`config.mk`:
```
export PLATFORM = sky130hd
export DESIGN_NAME = delete_user_command_parser
export DESIGN_NICKNAME = d
export VERILOG_FILES = /design/src/hdl/ducp_pkg.sv /design/src/hdl/delete_user_command_parser.sv /design/src/hdl/ducp_step.sv
export VERILOG_INCLUDE_DIRS = /design/src /design/src/hdl
export SDC_FILE = /design/constraint.sdc
export NUM_CORES = 1
export LEC_CHECK = 0
export BUFFER_PORTS_ARGS = -buffer_cell sky130_fd_sc_hd__buf_4
export CAP_MARGIN = 20
export CORE_MARGIN = 1
export CORE_UTILIZATION = 45
export CTS_BUF_LIST = sky130_fd_sc_hd__clkbuf_4 sky130_fd_sc_hd__clkbuf_8 sky130_fd_sc_hd__clkbuf_16
export DETAILED_ROUTE_END_ITERATION = 10
export GPL_TIMING_DRIVEN = 0
export PLACE_DENSITY = 0.65
export SYNTH_ARGS = -nofsm -noshare
export SYNTH_HDL_FRONTEND = slang
export SYNTH_HIERARCHICAL = 1
export SYNTH_SLANG_ARGS = --single-unit
```
`constraint.sdc`:
```
create_clock -name clock -period 3.9 [get_ports clock]
set_input_delay 0.975 -clock clock [delete_from_list [all_inputs] [get_ports clock]]
set_output_delay 0.975 -clock clock [all_outputs]
set_load 0.02 [all_outputs]
```
`src/hdl/assert_macros.svh`:
```
// -----------------------------------------------------------------------------
// assert_macros.svh
// Shared concurrent assertion macros for the command parser RTL.
// -----------------------------------------------------------------------------
`ifndef ASSERT_MACROS_SVH
`define ASSERT_MACROS_SVH

// Check prop at every rising clk edge, skipping cycles where rst is high.
`define ASSERT_CLK(label, clk, rst, prop, msg) \
   label: assert property (@(posedge clk) disable iff (rst) (prop)) else $error(msg);

// Check that cond implies prop in the same cycle, skipping reset cycles.
`define ASSERT_IMPLY(label, clk, rst, cond, prop, msg) \
   label: assert property (@(posedge clk) disable iff (rst) (cond) |-> (prop)) \
      else $error(msg);

// Check that cond implies prop in the next cycle, skipping reset cycles.
`define ASSERT_NEXT(label, clk, rst, cond, prop, msg) \
   label: assert property (@(posedge clk) disable iff (rst) (cond) |=> (prop)) \
      else $error(msg);

`endif

```
`src/hdl/ducp_pkg.sv`:
```
// -----------------------------------------------------------------------------
// ducp_pkg
// Types and constants shared by the delete-user command parser.
// -----------------------------------------------------------------------------
package ducp_pkg;

   typedef enum logic [2:0] {
      PH_DEL  = 3'd0,
      PH_USER = 3'd1,
      PH_NAME = 3'd2,
      PH_CR   = 3'd3,
      PH_DONE = 3'd4,
      PH_BAD  = 3'd5
   } phase_type;

   localparam logic [7:0] CHAR_PIPE = 8'h7C;
   localparam logic [7:0] CHAR_CR   = 8'h0D;
   localparam logic [7:0] CHAR_LF   = 8'h0A;
   localparam logic [7:0] CHAR_D    = 8'h44;
   localparam logic [7:0] CHAR_E    = 8'h45;
   localparam logic [7:0] CHAR_L    = 8'h4C;
   localparam logic [7:0] CHAR_U    = 8'h55;
   localparam logic [7:0] CHAR_S    = 8'h53;
   localparam logic [7:0] CHAR_R    = 8'h52;

   localparam int DEL_LEN  = 3;
   localparam int USER_LEN = 4;

   // Result of one parser step, apart from the position.
   typedef struct packed {
      phase_type  phase;
      logic [1:0] write_count;
      logic [7:0] write_first;
      logic [7:0] write_second;
   } step_type;

   function automatic logic [7:0] del_char(input logic [1:0] idx);
      logic [7:0] ch;
      case (idx)
         2'd0:    ch = CHAR_D;
         2'd1:    ch = CHAR_E;
         2'd2:    ch = CHAR_L;
         default: ch = 8'h00;
      endcase
      return ch;
   endfunction

   function automatic logic [7:0] user_char(input logic [1:0] idx);
      logic [7:0] ch;
      case (idx)
         2'd0:    ch = CHAR_U;
         2'd1:    ch = CHAR_S;
         2'd2:    ch = CHAR_E;
         default: ch = CHAR_R;
      endcase
      return ch;
   endfunction

endpackage

```
`src/hdl/delete_user_command_parser.sv`:
```
// The result of a byte is registered and valid in the cycle after its transfer.
// Throughput: one byte per cycle, set by the single result register that req_ready
// tracks (a byte is taken whenever the result register is empty or being drained).
// Reset (synchronous, active high): phase returns to expecting DEL, position to zero,
// and no result is pending.
// -----------------------------------------------------------------------------
// delete_user_command_parser
// Parses DEL|USER|name CR LF one byte per transfer and reports status per byte.
// -----------------------------------------------------------------------------
`include "assert_macros.svh"

module delete_user_command_parser #(
   parameter int MAX_NAME = 255
) (
   input  logic       clock,
   input  logic       reset,
   // request channel
   input  logic       req_valid,
   output logic       req_ready,
   input  logic [7:0] req_data_byte,
   input  logic       req_restart,
   // response channel
   output logic       rsp_valid,
   input  logic       rsp_ready,
   output logic [2:0] rsp_status,
   output logic [7:0] rsp_name_length,
   output logic [1:0] rsp_write_count,
   output logic [7:0] rsp_write_first,
   output logic [7:0] rsp_write_second
);

   // Position holds a keyword letter index (up to 4) or the name length.
   localparam int PosBits  = $clog2(MAX_NAME + 1);
   localparam int PosWidth = (PosBits < 3) ? 3 : PosBits;

   // Parser state: only advanced by an accepted byte.
   ducp_pkg::phase_type  phase_ff;
   logic [PosWidth-1:0]  position_ff;

   // Result register.
   logic                 rsp_valid_ff;
   ducp_pkg::step_type   rsp_step_ff;
   logic [7:0]           rsp_length_ff;

   ducp_pkg::step_type   step_in;
   logic [PosWidth-1:0]  position_in;
   logic [PosWidth+7:0]  position_ext;
   logic [7:0]           length_in;
   logic                 req_xfer;

   // Take a new byte when the result register is empty or is drained this cycle.
   assign req_ready = !rsp_valid_ff || rsp_ready;
   assign req_xfer  = req_valid && req_ready;

   ducp_step #(
      .MAX_NAME  (MAX_NAME),
      .POS_WIDTH (PosWidth)
   ) u_step (
      .phase         (phase_ff),
      .position      (position_ff),
      .data_byte     (req_data_byte),
      .restart       (req_restart),
      .step          (step_in),
      .position_next (position_in)
   );

   // Report zero as the name length while a keyword is matched; other phases report the position.
   assign position_ext = {8'd0, position_in};
   assign length_in    = (step_in.phase inside {ducp_pkg::PH_DEL, ducp_pkg::PH_USER}) ?
                         8'd0 : position_ext[7:0];

   // Control state: phase, position and result valid.
   always_ff @(posedge clock) begin
      if (reset) begin
         phase_ff     <= ducp_pkg::PH_DEL;
         position_ff  <= '0;
         rsp_valid_ff <= 1'b0;
      end else begin
         if (req_xfer) begin
            phase_ff    <= step_in.phase;
            position_ff <= position_in;
         end
         if (req_xfer) begin
            rsp_valid_ff <= 1'b1;
         end else if (rsp_ready) begin
            rsp_valid_ff <= 1'b0;
         end
      end
   end

   // Result payload: load on every accepted byte, hold otherwise.
   always_ff @(posedge clock) begin
      if (req_xfer) begin
         rsp_step_ff   <= step_in;
         rsp_length_ff <= length_in;
      end
   end

   assign rsp_valid        = rsp_valid_ff;
   assign rsp_status       = rsp_step_ff.phase;
   assign rsp_name_length  = rsp_length_ff;
   assign rsp_write_count  = rsp_step_ff.write_count;
   assign rsp_write_first  = rsp_step_ff.write_first;
   assign rsp_write_second = rsp_step_ff.write_second;

   // A restart transfer always yields a DEL status with nothing appended.
   `ASSERT_NEXT(a_restart_to_del, clock, reset, req_xfer && req_restart, rsp_valid && rsp_status == ducp_pkg::PH_DEL && rsp_write_count == 2'd0, "restart did not return parser to DEL")
   // Two appended bytes only come from a CR followed by an ordinary byte.
   `ASSERT_IMPLY(a_pair_in_name, clock, reset, rsp_valid && rsp_write_count == 2'd2, rsp_status == ducp_pkg::PH_NAME && rsp_write_first == ducp_pkg::CHAR_CR, "byte pair outside name phase")
   // Keyword phases never report name bytes.
   `ASSERT_IMPLY(a_keyword_no_name, clock, reset, rsp_valid && (rsp_status == ducp_pkg::PH_DEL || rsp_status == ducp_pkg::PH_USER), rsp_name_length == 8'd0 && rsp_write_count == 2'd0, "name data reported during keyword match")
   // The name never grows past its limit; a failed keyword keeps its letter index.
   `ASSERT_CLK(a_name_bound, clock, reset, position_ff <= PosWidth'(MAX_NAME) || position_ff <= PosWidth'(ducp_pkg::USER_LEN) || phase_ff == ducp_pkg::PH_DEL || phase_ff == ducp_pkg::PH_USER, "name length exceeds limit")

endmodule

```
`src/hdl/ducp_step.sv`:
```
// -----------------------------------------------------------------------------
// ducp_step
// Next-state logic of the parser for one received byte.
// -----------------------------------------------------------------------------
module ducp_step #(
   parameter int MAX_NAME  = 255,
   parameter int POS_WIDTH = 8
) (
   input  ducp_pkg::phase_type    phase,
   input  logic [POS_WIDTH-1:0]   position,
   input  logic [7:0]             data_byte,
   input  logic                   restart,
   output ducp_pkg::step_type     step,
   output logic [POS_WIDTH-1:0]   position_next
);

   logic has_one;
   logic has_two;

   assign has_one = position < POS_WIDTH'(MAX_NAME);
   assign has_two = ({1'b0, position} + (POS_WIDTH + 1)'(2)) <= (POS_WIDTH + 1)'(MAX_NAME);

   always_comb begin
      step.phase        = phase;
      step.write_count  = 2'd0;
      step.write_first  = 8'd0;
      step.write_second = 8'd0;
      position_next     = position;
      if (restart) begin
         step.phase    = ducp_pkg::PH_DEL;
         position_next = '0;
      end else begin
         case (phase)
            ducp_pkg::PH_DEL: begin
               if (position >= POS_WIDTH'(ducp_pkg::DEL_LEN)) begin
                  if (data_byte == ducp_pkg::CHAR_PIPE) begin
                     step.phase    = ducp_pkg::PH_USER;
                     position_next = '0;
                  end else begin
                     step.phase = ducp_pkg::PH_BAD;
                  end
               end else if (data_byte == ducp_pkg::del_char(position[1:0])) begin
                  position_next = position + POS_WIDTH'(1);
               end else begin
                  step.phase = ducp_pkg::PH_BAD;
               end
            end
            ducp_pkg::PH_USER: begin
               if (position >= POS_WIDTH'(ducp_pkg::USER_LEN)) begin
                  if (data_byte == ducp_pkg::CHAR_PIPE) begin
                     step.phase    = ducp_pkg::PH_NAME;
                     position_next = '0;
                  end else begin
                     step.phase = ducp_pkg::PH_BAD;
                  end
               end else if (data_byte == ducp_pkg::user_char(position[1:0])) begin
                  position_next = position + POS_WIDTH'(1);
               end else begin
                  step.phase = ducp_pkg::PH_BAD;
               end
            end
            ducp_pkg::PH_NAME: begin
               if (data_byte == ducp_pkg::CHAR_PIPE) begin
                  step.phase = ducp_pkg::PH_BAD;
               end else if (data_byte == ducp_pkg::CHAR_CR) begin
                  step.phase = ducp_pkg::PH_CR;
               end else if (has_one) begin
                  position_next    = position + POS_WIDTH'(1);
                  step.write_count = 2'd1;
                  step.write_first = data_byte;
               end else begin
                  step.phase = ducp_pkg::PH_BAD;
               end
            end
            ducp_pkg::PH_CR: begin
               if (data_byte == ducp_pkg::CHAR_LF) begin
                  step.phase = (position == '0) ? ducp_pkg::PH_BAD : ducp_pkg::PH_DONE;
               end else if (data_byte == ducp_pkg::CHAR_PIPE) begin
                  step.phase = ducp_pkg::PH_BAD;
               end else if (data_byte == ducp_pkg::CHAR_CR) begin
                  // Keep the first CR as a name byte; stay after CR.
                  if (has_one) begin
                     position_next    = position + POS_WIDTH'(1);
                     step.write_count = 2'd1;
                     step.write_first = ducp_pkg::CHAR_CR;
                  end else begin
                     step.phase = ducp_pkg::PH_BAD;
                  end
               end else if (has_two) begin
                  position_next     = position + POS_WIDTH'(2);
                  step.write_count  = 2'd2;
                  step.write_first  = ducp_pkg::CHAR_CR;
                  step.write_second = data_byte;
                  step.phase        = ducp_pkg::PH_NAME;
               end else begin
                  step.phase = ducp_pkg::PH_BAD;
               end
            end
            default: begin
               // Finished and invalid hold until restart.
            end
         endcase
      end
   end

endmodule
```
Word-level counts from Yosys, hierarchy flattened
Index checks and enable logic that the tools add are counted.
W data, S select, Z words.
{"block": "op_classes", "muxes": 49, "n_reduce_logical": 10, "magnitude_cmp": 4, "n_bitwise": 2, "n_addsub": 3, "n_eq_ne": 11}
{"cell": "$mux W8", "n": 20}
{"cell": "$mux W18", "n": 3}
{"cell": "$mux W3", "n": 13}
{"cell": "$pmux W8 S4", "n": 1}
{"cell": "$pmux W7 S3", "n": 1}
{"cell": "$mux W10", "n": 2}
{"cell": "$pmux W10 S2", "n": 1}
{"cell": "$mux W9", "n": 2}
{"cell": "$eq A8 B4 Y1 const B", "n": 2}
{"cell": "$eq A8 B8 Y1", "n": 2}
{"cell": "$pmux W5 S3", "n": 1}
{"cell": "$mux W13", "n": 1}
{"cell": "$pmux W3 S4", "n": 1}
{"cell": "$add A8 B2 Y9 const B", "n": 1}
{"cell": "$le A9 B8 Y1 const B", "n": 1}
{"cell": "$add A8 B1 Y8 const B", "n": 1}
{"cell": "$add A8 B2 Y8 const B", "n": 1}
{"cell": "$eq A8 B7 Y1 const B", "n": 1}
{"cell": "$ge A8 B2 Y1 const B", "n": 1}
{"cell": "$ge A8 B3 Y1 const B", "n": 1}
{"cell": "$logic_not A8 Y1", "n": 1}
{"cell": "$lt A8 B8 Y1 const B", "n": 1}
{"cell": "$eq A3 B1 Y1 const B", "n": 2}
{"cell": "$eq A3 B2 Y1 const B", "n": 2}
{"cell": "other kinds (11)", "n": 16}
{"block": "word_totals", "output_inout_bits": 31, "reg_bits": 41, "input_bits": 13, "wordCells": 87}

Longest topological paths before layout
Gate-level depths: netlist of the first run.
{"block": "logic_depth", "word_depth": 12, "ltp_mapped": 11}

Hierarchy
Netlist of the first run, hierarchy kept.
{"mod": "ducp_step", "instances": 1, "seq_area_each_um2": 0.0, "area_per_inst_um2": 1660.3, "cells_each": 252}
{"mod": "delete_user_command_parser", "instances": 1, "seq_area_each_um2": 1111.1, "area_per_inst_um2": 1477.7, "cells_each": 93}

Worst setup path after synthesis of the first run
Ideal clock, no wire load.
{"block": "synth_timing", "kind": "input to register", "startpoint": "in req_data_byte[5]", "endpoint": "reg rsp_length_ff[0], in the netlist rsp_name_length[0], data pin", "required_time_ps": 3631, "t_arrival_ps": 2986, "slack_ps": 645, "path_stages": 10, "cell_sequence": "buf_2 or4_4 or2_1 buf_6 a211oi_1 a21oi_1 a21oi_1 a21oi_1 nor2_1 nor2b_1"}
{"item": "start, declared", "line_no": "delete_user_command_parser.sv:20", "source": "input logic [7:0] req_data_byte,"}
{"item": "end signal, assigned", "line_no": "delete_user_command_parser.sv:95", "source": "rsp_length_ff <= length_in;"}
{"item": "end, declared", "line_no": "delete_user_command_parser.sv:43", "source": "logic [7:0] rsp_length_ff;"}

==> run_results.csv, run 1 <==
group,metric,value,unit
layout,layout-drive-gt1-share,22.3,%
flow_run,drv_cap,0,
critical_path,crit_chain,"clkbuf_1 > inv_1 > ha_1 > o21bai_1 > xnor2_1 > or4_1 > and2_1 > nor3_1 > a21oi_1 > nor2_1 > nor2b_1",
sta,setup_viol,0,
global_route,grt_first_pass_wirelength,14400,um
synth,yosys-top-cells-area,"edfxtp_1, dfxtp_1, nand3_1, ha_1, a21oi_1",
clock_tree,post-cts-setup-buffers,0,
clock_tree,clk_pin_slew_worst_paths,0.08,ns
sta,worst_slew_pin_slew,0.986,ns
sta,hold_viol,0,
synth,synth_area,3140,um2
critical_path,rr_worst_depth,11,
synth,yosysMostFrequentCell,"edfxtp_1",
floorplanning,rows,30,
sta,clock_skew,0.00654,ns
synth,yosys-top-cells-count,"edfxtp_1, nor2_1, nand3_1",
min_path,holdCritPathClass,"flip-flop to flip-flop",
floorplanning,die_h,85.5,um
clock_tree,insertion_delay,0.30,ns
synth,synth.area.mux_share,0.359,%
synth,yosys_warnings,6,
global_route,gr-total-overflow,0,
min_path,holdPathStages,2,
synth,syn_nets,367,
outcome,violations,"DRC",
sta,timing.final.crit_share,92.6,%
synth,yosysTopAreaCell,"edfxtp_1",
sta,period_minus_slack,3.61,ns
outcome,status,"finished, violations left",
clock_tree,cts_sinks,41,
critical_path,worstPathArrival,3.64,ns
synth,ys_async_sr_fraction,0,%
place,gp_congestion,0.946,
route,antenna_left,0,
synth,synth_top_cell_area_share,27.8,%
synth,synth-simple-area-share,26.0,%
synth,ys_types,72,
clock_tree,ctsResizeCount,0,
critical_path,cp-end-kind,"flip-flop",
synth,synthXorXnorAreaFrac,3.35,%
sta,finalSetupTns,0,ns
route,dr.pass1.iters,7,
floorplanning,die_width,85.5,um
power,cellPowerDensity,251,nW/um2
sta,layout_setup_ws,0.288,ns
floorplanning,core,6760,um2
clock_tree,ctsHtreeMaxLevel,2,
route,vias,2950,
synth,ys.flop_type,"edfxtp_1",
critical_path,cp_slowest_stage_delay,0.54,ns
sta,fmax,0.277,GHz
synth,synth_top_family_by_area,"simple AND/OR/NAND/NOR gates",
global_route,grt_usage,25.9,%
power,p_leak,1.36,nW
place,port_buffers,40,
route,detail_route.iter0.violations,294,
clock_tree,cts_tree,"built",
floorplanning,initial_core_util,46.4,%
sta,rsz0062_at_grt,"false",
layout,diodes,0,
synth,synthAdderAreaFrac,3.59,%
floorplanning,die_area,7310,um2
critical_path,slowest_stage,"or4_1",
global_route,grt_max_degree,24,
critical_path,worstPathRequired,3.93,ns
synth,ys_seq_elements,41,
synth,syn_avg_cell_area,9.10,um2
place,dp_worst_setup_slack,0.217,ns
critical_path,path_max_fanout,8,
synth,synth_edf_count,29,
sta,max_slew_margin,33.7,%
route,drt-total-wl,9290,um
route,vias_per_cell,6.22,
clock_tree,cts_buffers,5,
power,vdd_drop_max,0.000119,V
clock_tree,clockRootBuffer,"clkbuf_8",
layout,fin_util,54.1,%
route,drcViolationCount,1,
critical_path,crit_path_start_kind,"flip-flop",
route,wl_per_cell,19.6,um
clock_tree,hold_buffers,0,
clock_tree,cts_max_path_buffers,2,
synth,synthCells,345,
layout,syn_to_final_growth,16.4,%
place,dp_hpwl,7100,um
global_route,first_global_vias,2656,
global_route,antenna_found_initial,0,
sta,slew_violations,0,
critical_path,worstSetupPathType,"flip-flop to flip-flop",
synth,synth_compound_area_share,25.6,%
floorplanning,num_io_pins,44,
synth,seq_area_frac_synth,35.4,%
layout,nets,415,
## stage by stage
stage / cells / hold slack, ns / area (um2) / power (mW)
after floorplan: 345 / 0.557 / 3140 / 0.587
after global placement: 465 / 0.570 / 3540 / 0.647
after detailed placement: 466 / 0.577 / 3570 / 0.650
after CTS: 474 / 0.593 / 3650 / 0.921
after global routing: 474 / 0.627 / 3650 / 0.949
final: 474 / 0.598 / 3650 / 0.917
## flip-flops by register name (all words and copies together) (netlist names)
signal	count
rsp_status	3
rsp_write_count	2
phase_ff	3
rsp_write_second	8
rsp_write_first	8
position_ff	8
rsp_valid	1
rsp_name_length	8
## cells by family after synthesis
group                      Yosys count
and+or+nand+nor                    140
AOI/OAI and AO/OA                  107
DFF                                 41
buffers and inverters               35
xor gates and xnor gates            12
adders and majority gates            9
muxes                                1
## final cells by class
type	instances	area [um2]
sequential	41	1110
clock buffer	5	68.8
timing repair buffer	41	328
tap	80	100
clock inverter	3	17.5
fill	661	3100
multi-input combinational	269	1850
inverter	8	30.0
buffer	27	149
## critical path: cells and delay by family, from the launching register on
kind | cells | cell delay, ns
and+or+nand+nor | 5 | 1.58
buffers and inverters | 2 | 0.55
DFF | 1 | 0.48
AOI/OAI and AO/OA | 2 | 0.35
adders and majority gates | 1 | 0.25
xor gates and xnor gates | 1 | 0.12
## power breakdown
| part | total, mW | internal (mW) | leakage, nW | switching, mW |
|---|---|---|---|---|
| Combinational | 0.152 | 0.0558 | 0.927 | 0.0965 |
| Clock | 0.275 | 0.124 | 0.0439 | 0.152 |
| Sequential | 0.490 | 0.482 | 0.390 | 0.00729 |
## path summary, 6_finish.rpt
| path | startpoint | endpoint | slack [ns] |
|---|---|---|---|
| min | phase_ff[0] | phase_ff[0] | 0.60 |
| max reg2reg | position_ff[1] | rsp_name_length[3] | 0.29 |
| min reg2reg | phase_ff[0] | phase_ff[0] | 0.60 |
| max | position_ff[1] | rsp_name_length[3] | 0.29 |
## layer usage
layer | GRT usage, % | vias up | wire [um]
met4 | 7.73 | 0 | 140
li1 | - | 1408 | -
met2 | 40.0 | 127 | 4130
met3 | 4.91 | 9 | 707
met1 | 36.8 | 1406 | 4310
met5 | 0 | - | 0
## layout by cell type (no fill, tap or decap), types with 7 or more instances in the layout
master,synthesis,final
a21oi_1,22,22
a31oi_1,10,10
and2_1,13,13
buf_2,8,8
buf_4,0,40
clkbuf_1,14,14
dfxtp_1,12,12
edfxtp_1,29,29
ha_1,9,9
inv_1,8,8
nand2_1,15,15
nand3_1,23,23
nor2_1,25,25
nor2b_1,11,11
nor3_1,10,10
o21ai_0,7,7
xnor2_1,7,7
Note: power is estimated with default switching activity, not from simulation.
==> run 2, diff against run 1 <==
CORE_MARGIN = 2   (was 1)
PLACE_DENSITY = not set   (was 0.65)
PLACE_DENSITY_LB_ADDON = 0.2   (was not set)
REMOVE_ABC_BUFFERS = 1   (was not set)
==> run 2 against run 1 <==
The run now ends clean; critical path type is now input port to flip-flop; worst hold slack improved by 0.13 ns; register-to-register slack improved by 0.02 ns; total power fell by 1.6%.
==> run_results.csv, run 2 (synthesis gave the netlist of run 1 again) <==
group,metric,value,unit
power,seqPwrFrac,55.0,%
power,p_comb_share,15.1,%
min_path,hold_start,"rsp_valid",
outcome,status,"finished clean",
floorplanning,rows,30,
critical_path,timing.rr.end,"position_ff[2]",
min_path,holdPathEnd,"rsp_valid",
floorplanning,die_area,7660,um2
route,detail_route.iter0.violations,289,
clock_tree,clockRootBuffer,"clkbuf_8",
sta,timing.final.crit_share,92.8,%
min_path,holdPathStages,2,
sta,slew_violations,0,
sta,clock_skew,0.00415,ns
clock_tree,cts_tree,"built",
global_route,grt_first_pass_wirelength,13500,um
sta,rsz0062_at_grt,"false",
critical_path,r2r-start,"position_ff[1]",
global_route,grt_usage,22.3,%
route,antenna_left,0,
layout,fillCellCount,666,
sta,hold_viol,0,
sta,period_minus_slack,3.62,ns
power,p_leak,1.29,nW
route,dr.pass1.iters,5,
clock_tree,cts_buffers,5,
floorplanning,core,6760,um2
power,clkPwrFrac,29.9,%
flow_run,drv_cap,0,
layout,nets,391,
layout,diodes,0,
layout,fin_util,52.1,%
route,drt-total-wl,8450,um
global_route,gr-total-overflow,0,
floorplanning,die_width,87.5,um
power,cellPowerDensity,256,nW/um2
route,wl_per_cell,18.8,um
sta,worst_slew_pin_slew,0.885,ns
critical_path,worstPathArrival,3.64,ns
floorplanning,die_h,87.5,um
global_route,first_global_vias,2623,
sta,setup_viol,0,
sta,max_slew_margin,40.6,%
layout,syn_to_final_growth,12.3,%
clock_tree,ctsHtreeMaxLevel,2,
place,dp_hpwl,5940,um
power,swShare,26.6,%
sta,finalSetupTns,0,ns
route,vias,2927,
route,drcViolationCount,0,
critical_path,reg2reg_slack,0.31,ns
layout,layout-drive-gt1-share,21.1,%
layout,layout_common_cells,"buf_4, edfxtp_1, nor2_1",
clock_tree,insertion_delay,0.29,ns
critical_path,worstSetupPathType,"input port to flip-flop",
layout,final_common_cell,"buf_4",
place,gp_congestion,0.918,
clock_tree,post-cts-setup-buffers,0,
power,switchingPower,0.240,mW
critical_path,worstPathRequired,3.92,ns
critical_path,cp-end-kind,"flip-flop",
critical_path,path_max_fanout,13,
clock_tree,cts_max_path_buffers,2,
floorplanning,initial_core_util,46.4,%
place,port_buffers,43,
power,p_int,0.663,mW
clock_tree,cts_sinks,41,
min_path,holdCritPathClass,"flip-flop to flip-flop",
critical_path,crit_path_start_kind,"input port",
clock_tree,clk_pin_slew_worst_paths,0.08,ns
critical_path,rr_worst_depth,9,
sta,fmax,0.276,GHz
route,vias_per_cell,6.52,
floorplanning,num_io_pins,44,
global_route,grt_max_degree,26,
global_route,antenna_found_initial,0,
power,vdd_drop_max,0.000112,V
==> run 2: changes by cell type in the layout (fill, tap and decap cells not counted), sizes merged <==
cell and change:
clkbuf -13, clkinv -1, buf -10, clkinvlp -1
==> run 2: power by group through the flow <==
stage                     Combinational, mW  Clock (mW)  Sequential (mW)
after floorplan                      0.0485           0            0.524
after global placement                0.129           0            0.506
after detailed placement              0.136           0            0.506
after CTS                             0.136       0.279            0.496
after global routing                  0.148       0.294            0.498
final                                 0.136       0.270            0.496
==> run 2: repair_timing <==
| action | in CTS | in global routing |
|---|---|---|
| resized for setup | 0 | 1 |
| hold buffers | 0 | 0 |
| setup endpoints to repair | 0 | 8 |
==> run 2: area by class of cell <==
class                           instances  area, um2  area share, %
Multi-Input combinational cell        269       1850           52.5
Tap cell                               80        100           2.84
Clock inverter                          1       5.00          0.142
Timing Repair Buffer                   44        350           9.94
Sequential cell                        41       1110           31.5
Inverter                                8       30.0          0.852
Clock buffer                            6       76.3           2.17
==> run 2: critical path: stages <==
cell and delay, ns:
buf_4 0.15, or4_4 0.57, nor2_2 0.46, a211oi_1 0.17
and2_1 0.26, o21ai_1 0.29, a21oi_1 0.19, nor2_1 0.47
nor2b_1 0.10
==> run 2: through the flow <==
| step | setup WS [ns] | instances | total power [mW] | hold WS [ns] | area (um2) |
|---|---|---|---|---|---|
| 2_1_floorplan | 0.561 | 318 | 0.572 | 0.621 | 2990 |
| 3_3_place_gp | -0.230 | 441 | 0.635 | 0.696 | 3410 |
| 3_5_place_dp | -0.263 | 442 | 0.641 | 0.705 | 3440 |
| 4_1_cts | 0.0372 | 449 | 0.911 | 0.718 | 3520 |
| 5_1_grt | 0.0106 | 449 | 0.941 | 0.754 | 3520 |
| 6_report | 0.282 | 449 | 0.902 | 0.726 | 3520 |
==> run 2: routing by layer <==
metal | part of all wire, % | GRT usage (%)
met5 | 0 | 0
met4 | 2.1 | 8.39
met3 | 8.5 | 3.98
met2 | 47 | 34.3
met1 | 43 | 31.4
==> run 2: worst max path at each step <==
stage,endpoint,startpoint,slack [ns]
floorplan,rsp_name_length[0],req_data_byte[4],0.56
global placement,rsp_name_length[7],req_data_byte[4],-0.23
detailed placement,rsp_name_length[6],req_data_byte[4],-0.26
CTS,rsp_name_length[6],req_data_byte[4],0.04
global route,rsp_name_length[6],req_data_byte[4],0.01
finish,rsp_name_length[6],req_data_byte[4],0.28
==> run 3, diff against run 2 <==
ABC_AREA = 1   (was not set)
CORE_MARGIN = 10   (was 2)
==> run 3 against run 2 <==
Sequential share of layout area down 0.68 points; routed wire length up 3.1%; non-clock buffer count unchanged; sequential power up 6.0%; worst setup slack better by 0.37 ns; worst hold slack worse by 0.15 ns; die area up 41%; critical path type is now flip-flop to flip-flop; highest routed layer unchanged.
==> run_results.csv, run 3 <==
group,metric,value,unit
sta,setup_viol,0,
layout,layout_common_cells,"nand2_1, nor2_1, inv_1",
sta,timing.final.crit_share,83.2,%
critical_path,cp_slowest_stage_delay,0.65,ns
route,drt-total-wl,8710,um
power,clkPwrFrac,26.8,%
critical_path,crit_path_start_kind,"flip-flop",
sta,slew_violations,0,
critical_path,rr_worst_depth,12,
layout,final_common_cell,"nand2_1",
critical_path,critPathBufInv,1,
power,cellPowerDensity,306,nW/um2
clock_tree,ctsResizeCount,0,
sta,finalSetupTns,0,ns
synth,yosys-top-cells-area,"edfxtp_1, nand2_1, dfxtp_1, nor2_1, nand3_1",
min_path,holdPathStages,2,
synth,synth.area.mux_share,0,%
clock_tree,cts_max_path_buffers,2,
clock_tree,hold_buffers,0,
synth,synth_top_cell_area_share,27.5,%
synth,ys_async_sr_fraction,0,%
global_route,grt_use_met2,25.1,%
global_route,grt_usage,15.4,%
floorplanning,num_io_pins,44,
synth,synth-simple-area-share,35.1,%
route,wl_per_cell,15.1,um
clock_tree,cts_buffers,5,
synth,ys_types,36,
critical_path,cp_top_family,"simple AND/OR/NAND/NOR gates",
synth,synth_compound_area_share,12.8,%
power,vdd_drop_max,0.000145,V
critical_path,path_depth,12,
global_route,grt_max_degree,25,
clock_tree,clockRootBuffer,"clkbuf_8",
route,detail_route.iter0.violations,365,
critical_path,worstPathRequired,3.93,ns
critical_path,cp-end-kind,"flip-flop",
synth,yosysMostFrequentCell,"nand2_1",
global_route,gr-total-overflow,0,
layout,nets,503,
global_route,top_usage_layer,"met2",
clock_tree,cts_sinks,41,
clock_tree,ctsHtreeMaxLevel,2,
synth,ys.flop_type,"edfxtp_1",
power,p_int,0.738,mW
sta,clock_skew,0.00455,ns
global_route,antenna_found_initial,0,
sta,max_slew_margin,53.0,%
floorplanning,die_area,10800,um2
power,switchingPower,0.363,mW
synth,synthAdderAreaFrac,3.55,%
synth,synthXorXnorAreaFrac,3.04,%
floorplanning,die_width,104,um
floorplanning,initial_core_util,46.4,%
clock_tree,post-cts-setup-buffers,0,
synth,yosys_warnings,6,
floorplanning,rows,30,
power,p_comb_share,25.4,%
critical_path,worstPathArrival,3.28,ns
layout,diodes,0,
place,dp_hpwl,6570,um
route,vias,3109,
synth,synthCells,447,
layout,fillCellCount,724,
place,port_buffers,43,
sta,whs,0.581,ns
min_path,holdCritPathClass,"flip-flop to flip-flop",
synth,ys_seq_elements,41,
route,dr.pass1.iters,5,
floorplanning,core,6830,um2
flow_run,drv_cap,0,
power,p_leak,1.63,nW
power,seqPwrFrac,47.8,%
clock_tree,clk_pin_slew_worst_paths,0.08,ns
sta,period_minus_slack,3.24,ns
synth,synth_edf_count,29,
route,vias_per_cell,5.38,
critical_path,slowest_stage,"dfxtp_1",
sta,fmax,0.308,GHz
global_route,grt_first_pass_wirelength,14100,um
layout,layout-drive-gt1-share,17.4,%
sta,hold_viol,0,
outcome,status,"finished clean",
synth,yosys-top-cells-count,"nand2_1, nor2_1, inv_1",
sta,worst_slew_pin_slew,0.703,ns
global_route,grt_use_met3,2.23,%
critical_path,path_max_fanout,12,
critical_path,worstSetupPathType,"flip-flop to flip-flop",
layout,syn_to_final_growth,13.7,%
clock_tree,insertion_delay,0.29,ns
sta,rsz0062_at_grt,"false",
global_route,first_global_vias,2758,
synth,seq_area_frac_synth,35.1,%
place,gp_congestion,1.02,
synth,synth_top_family_by_area,"simple AND/OR/NAND/NOR gates",
clock_tree,cts_tree,"built",
global_route,grtUsageMet1,20.0,%
synth,syn_avg_cell_area,7.09,um2
critical_path,cp_common_cell,"nor2_1",
critical_path,crit_chain,"inv_1 > ha_1 > o21ai_0 > xor2_1 > nor2_1 > nand2_1 > nand3_1 > o21ai_1 > nor2_1 > a21oi_1 > nor2_1 > nor2_1",
power,swShare,33.0,%
route,antenna_left,0,
route,drcViolationCount,0,
synth,synth_area,3170,um2
floorplanning,die_h,104,um
synth,yosysTopAreaCell,"edfxtp_1",
[run 3: cell types whose count changed after synthesis, sizes merged, moves of 6 or more]
cell    change
inv        +47
nand3      +23
nor4        -6
clkbuf      -8
and2       -13
nor2       +42
a31oi       -7
nand2      +86
and3        -6
a21oi      +14
o21ai      +19
a21bo      -11
nor2b      -11
[run 3: cells by family (layout without fill, tap and decap cells)]
kind of cell             Yosys count  count (layout)
adder cells (fa/ha/maj)            9               9
AND/OR/NAND/NOR                  239             239
XOR/XNOR                          11              11
AO/OA/AOI/OAI                     75              75
buffers and inverters             72             107
flip-flops                        41              41
[run 3: metal layers]
metal,vias to the layer above,share of wire [%]
met3,18,6.1
met5,-,0
met2,130,46
met4,0,2.2
li1,1534,-
met1,1427,46
[run 3: cell type report]
cell class                      instances  area [um2]  share of cell area, %
Timing Repair Buffer                   44         338                   9.38
Sequential cell                        41        1110                   30.9
Clock inverter                          2        13.8                  0.382
Clock buffer                            6        82.6                   2.29
Tap cell                               96         120                   3.34
Inverter                               55         206                   5.73
Multi-Input combinational cell        334        1730                   48.0
[run 3: power by group through the flow]
stage	registers, mW	logic [mW]	clock network, mW
2_1_floorplan	0.553	0.158	0
3_3_place_gp	0.537	0.271	0
3_5_place_dp	0.536	0.276	0
4_1_cts	0.526	0.277	0.303
5_1_grt	0.531	0.310	0.318
6_report	0.526	0.280	0.295
[run 3: worst paths after layout]
kind                                      from                  to  slack (ns)
worst max-delay path            position_ff[0]  rsp_name_length[7]        0.66
worst min-delay path            position_ff[5]      position_ff[5]        0.58
worst max register to register  position_ff[0]  rsp_name_length[7]        0.66
worst min register to register  position_ff[5]      position_ff[5]        0.58
[run 3: stage by stage]
stage	util, %	instance area (um2)	setup slack, ns	power (mW)	instances
after floorplan	-	3040	1.01	0.711	430
after global placement	51.0	3490	0.260	0.807	569
after detailed placement	51.3	3500	0.529	0.812	570
after CTS	52.7	3600	0.694	1.11	578
after global routing	52.7	3600	0.331	1.16	578
final	52.7	3600	0.657	1.10	578
[run 3: tightest hold or removal path, delay by kind of cell, from the launching register on]
| kind | cells | cell delay, ns |
|---|---|---|
| DFF | 1 | 0.36 |
| and+or+nand+nor | 1 | 0.06 |
| AOI/OAI and AO/OA | 1 | 0.13 |
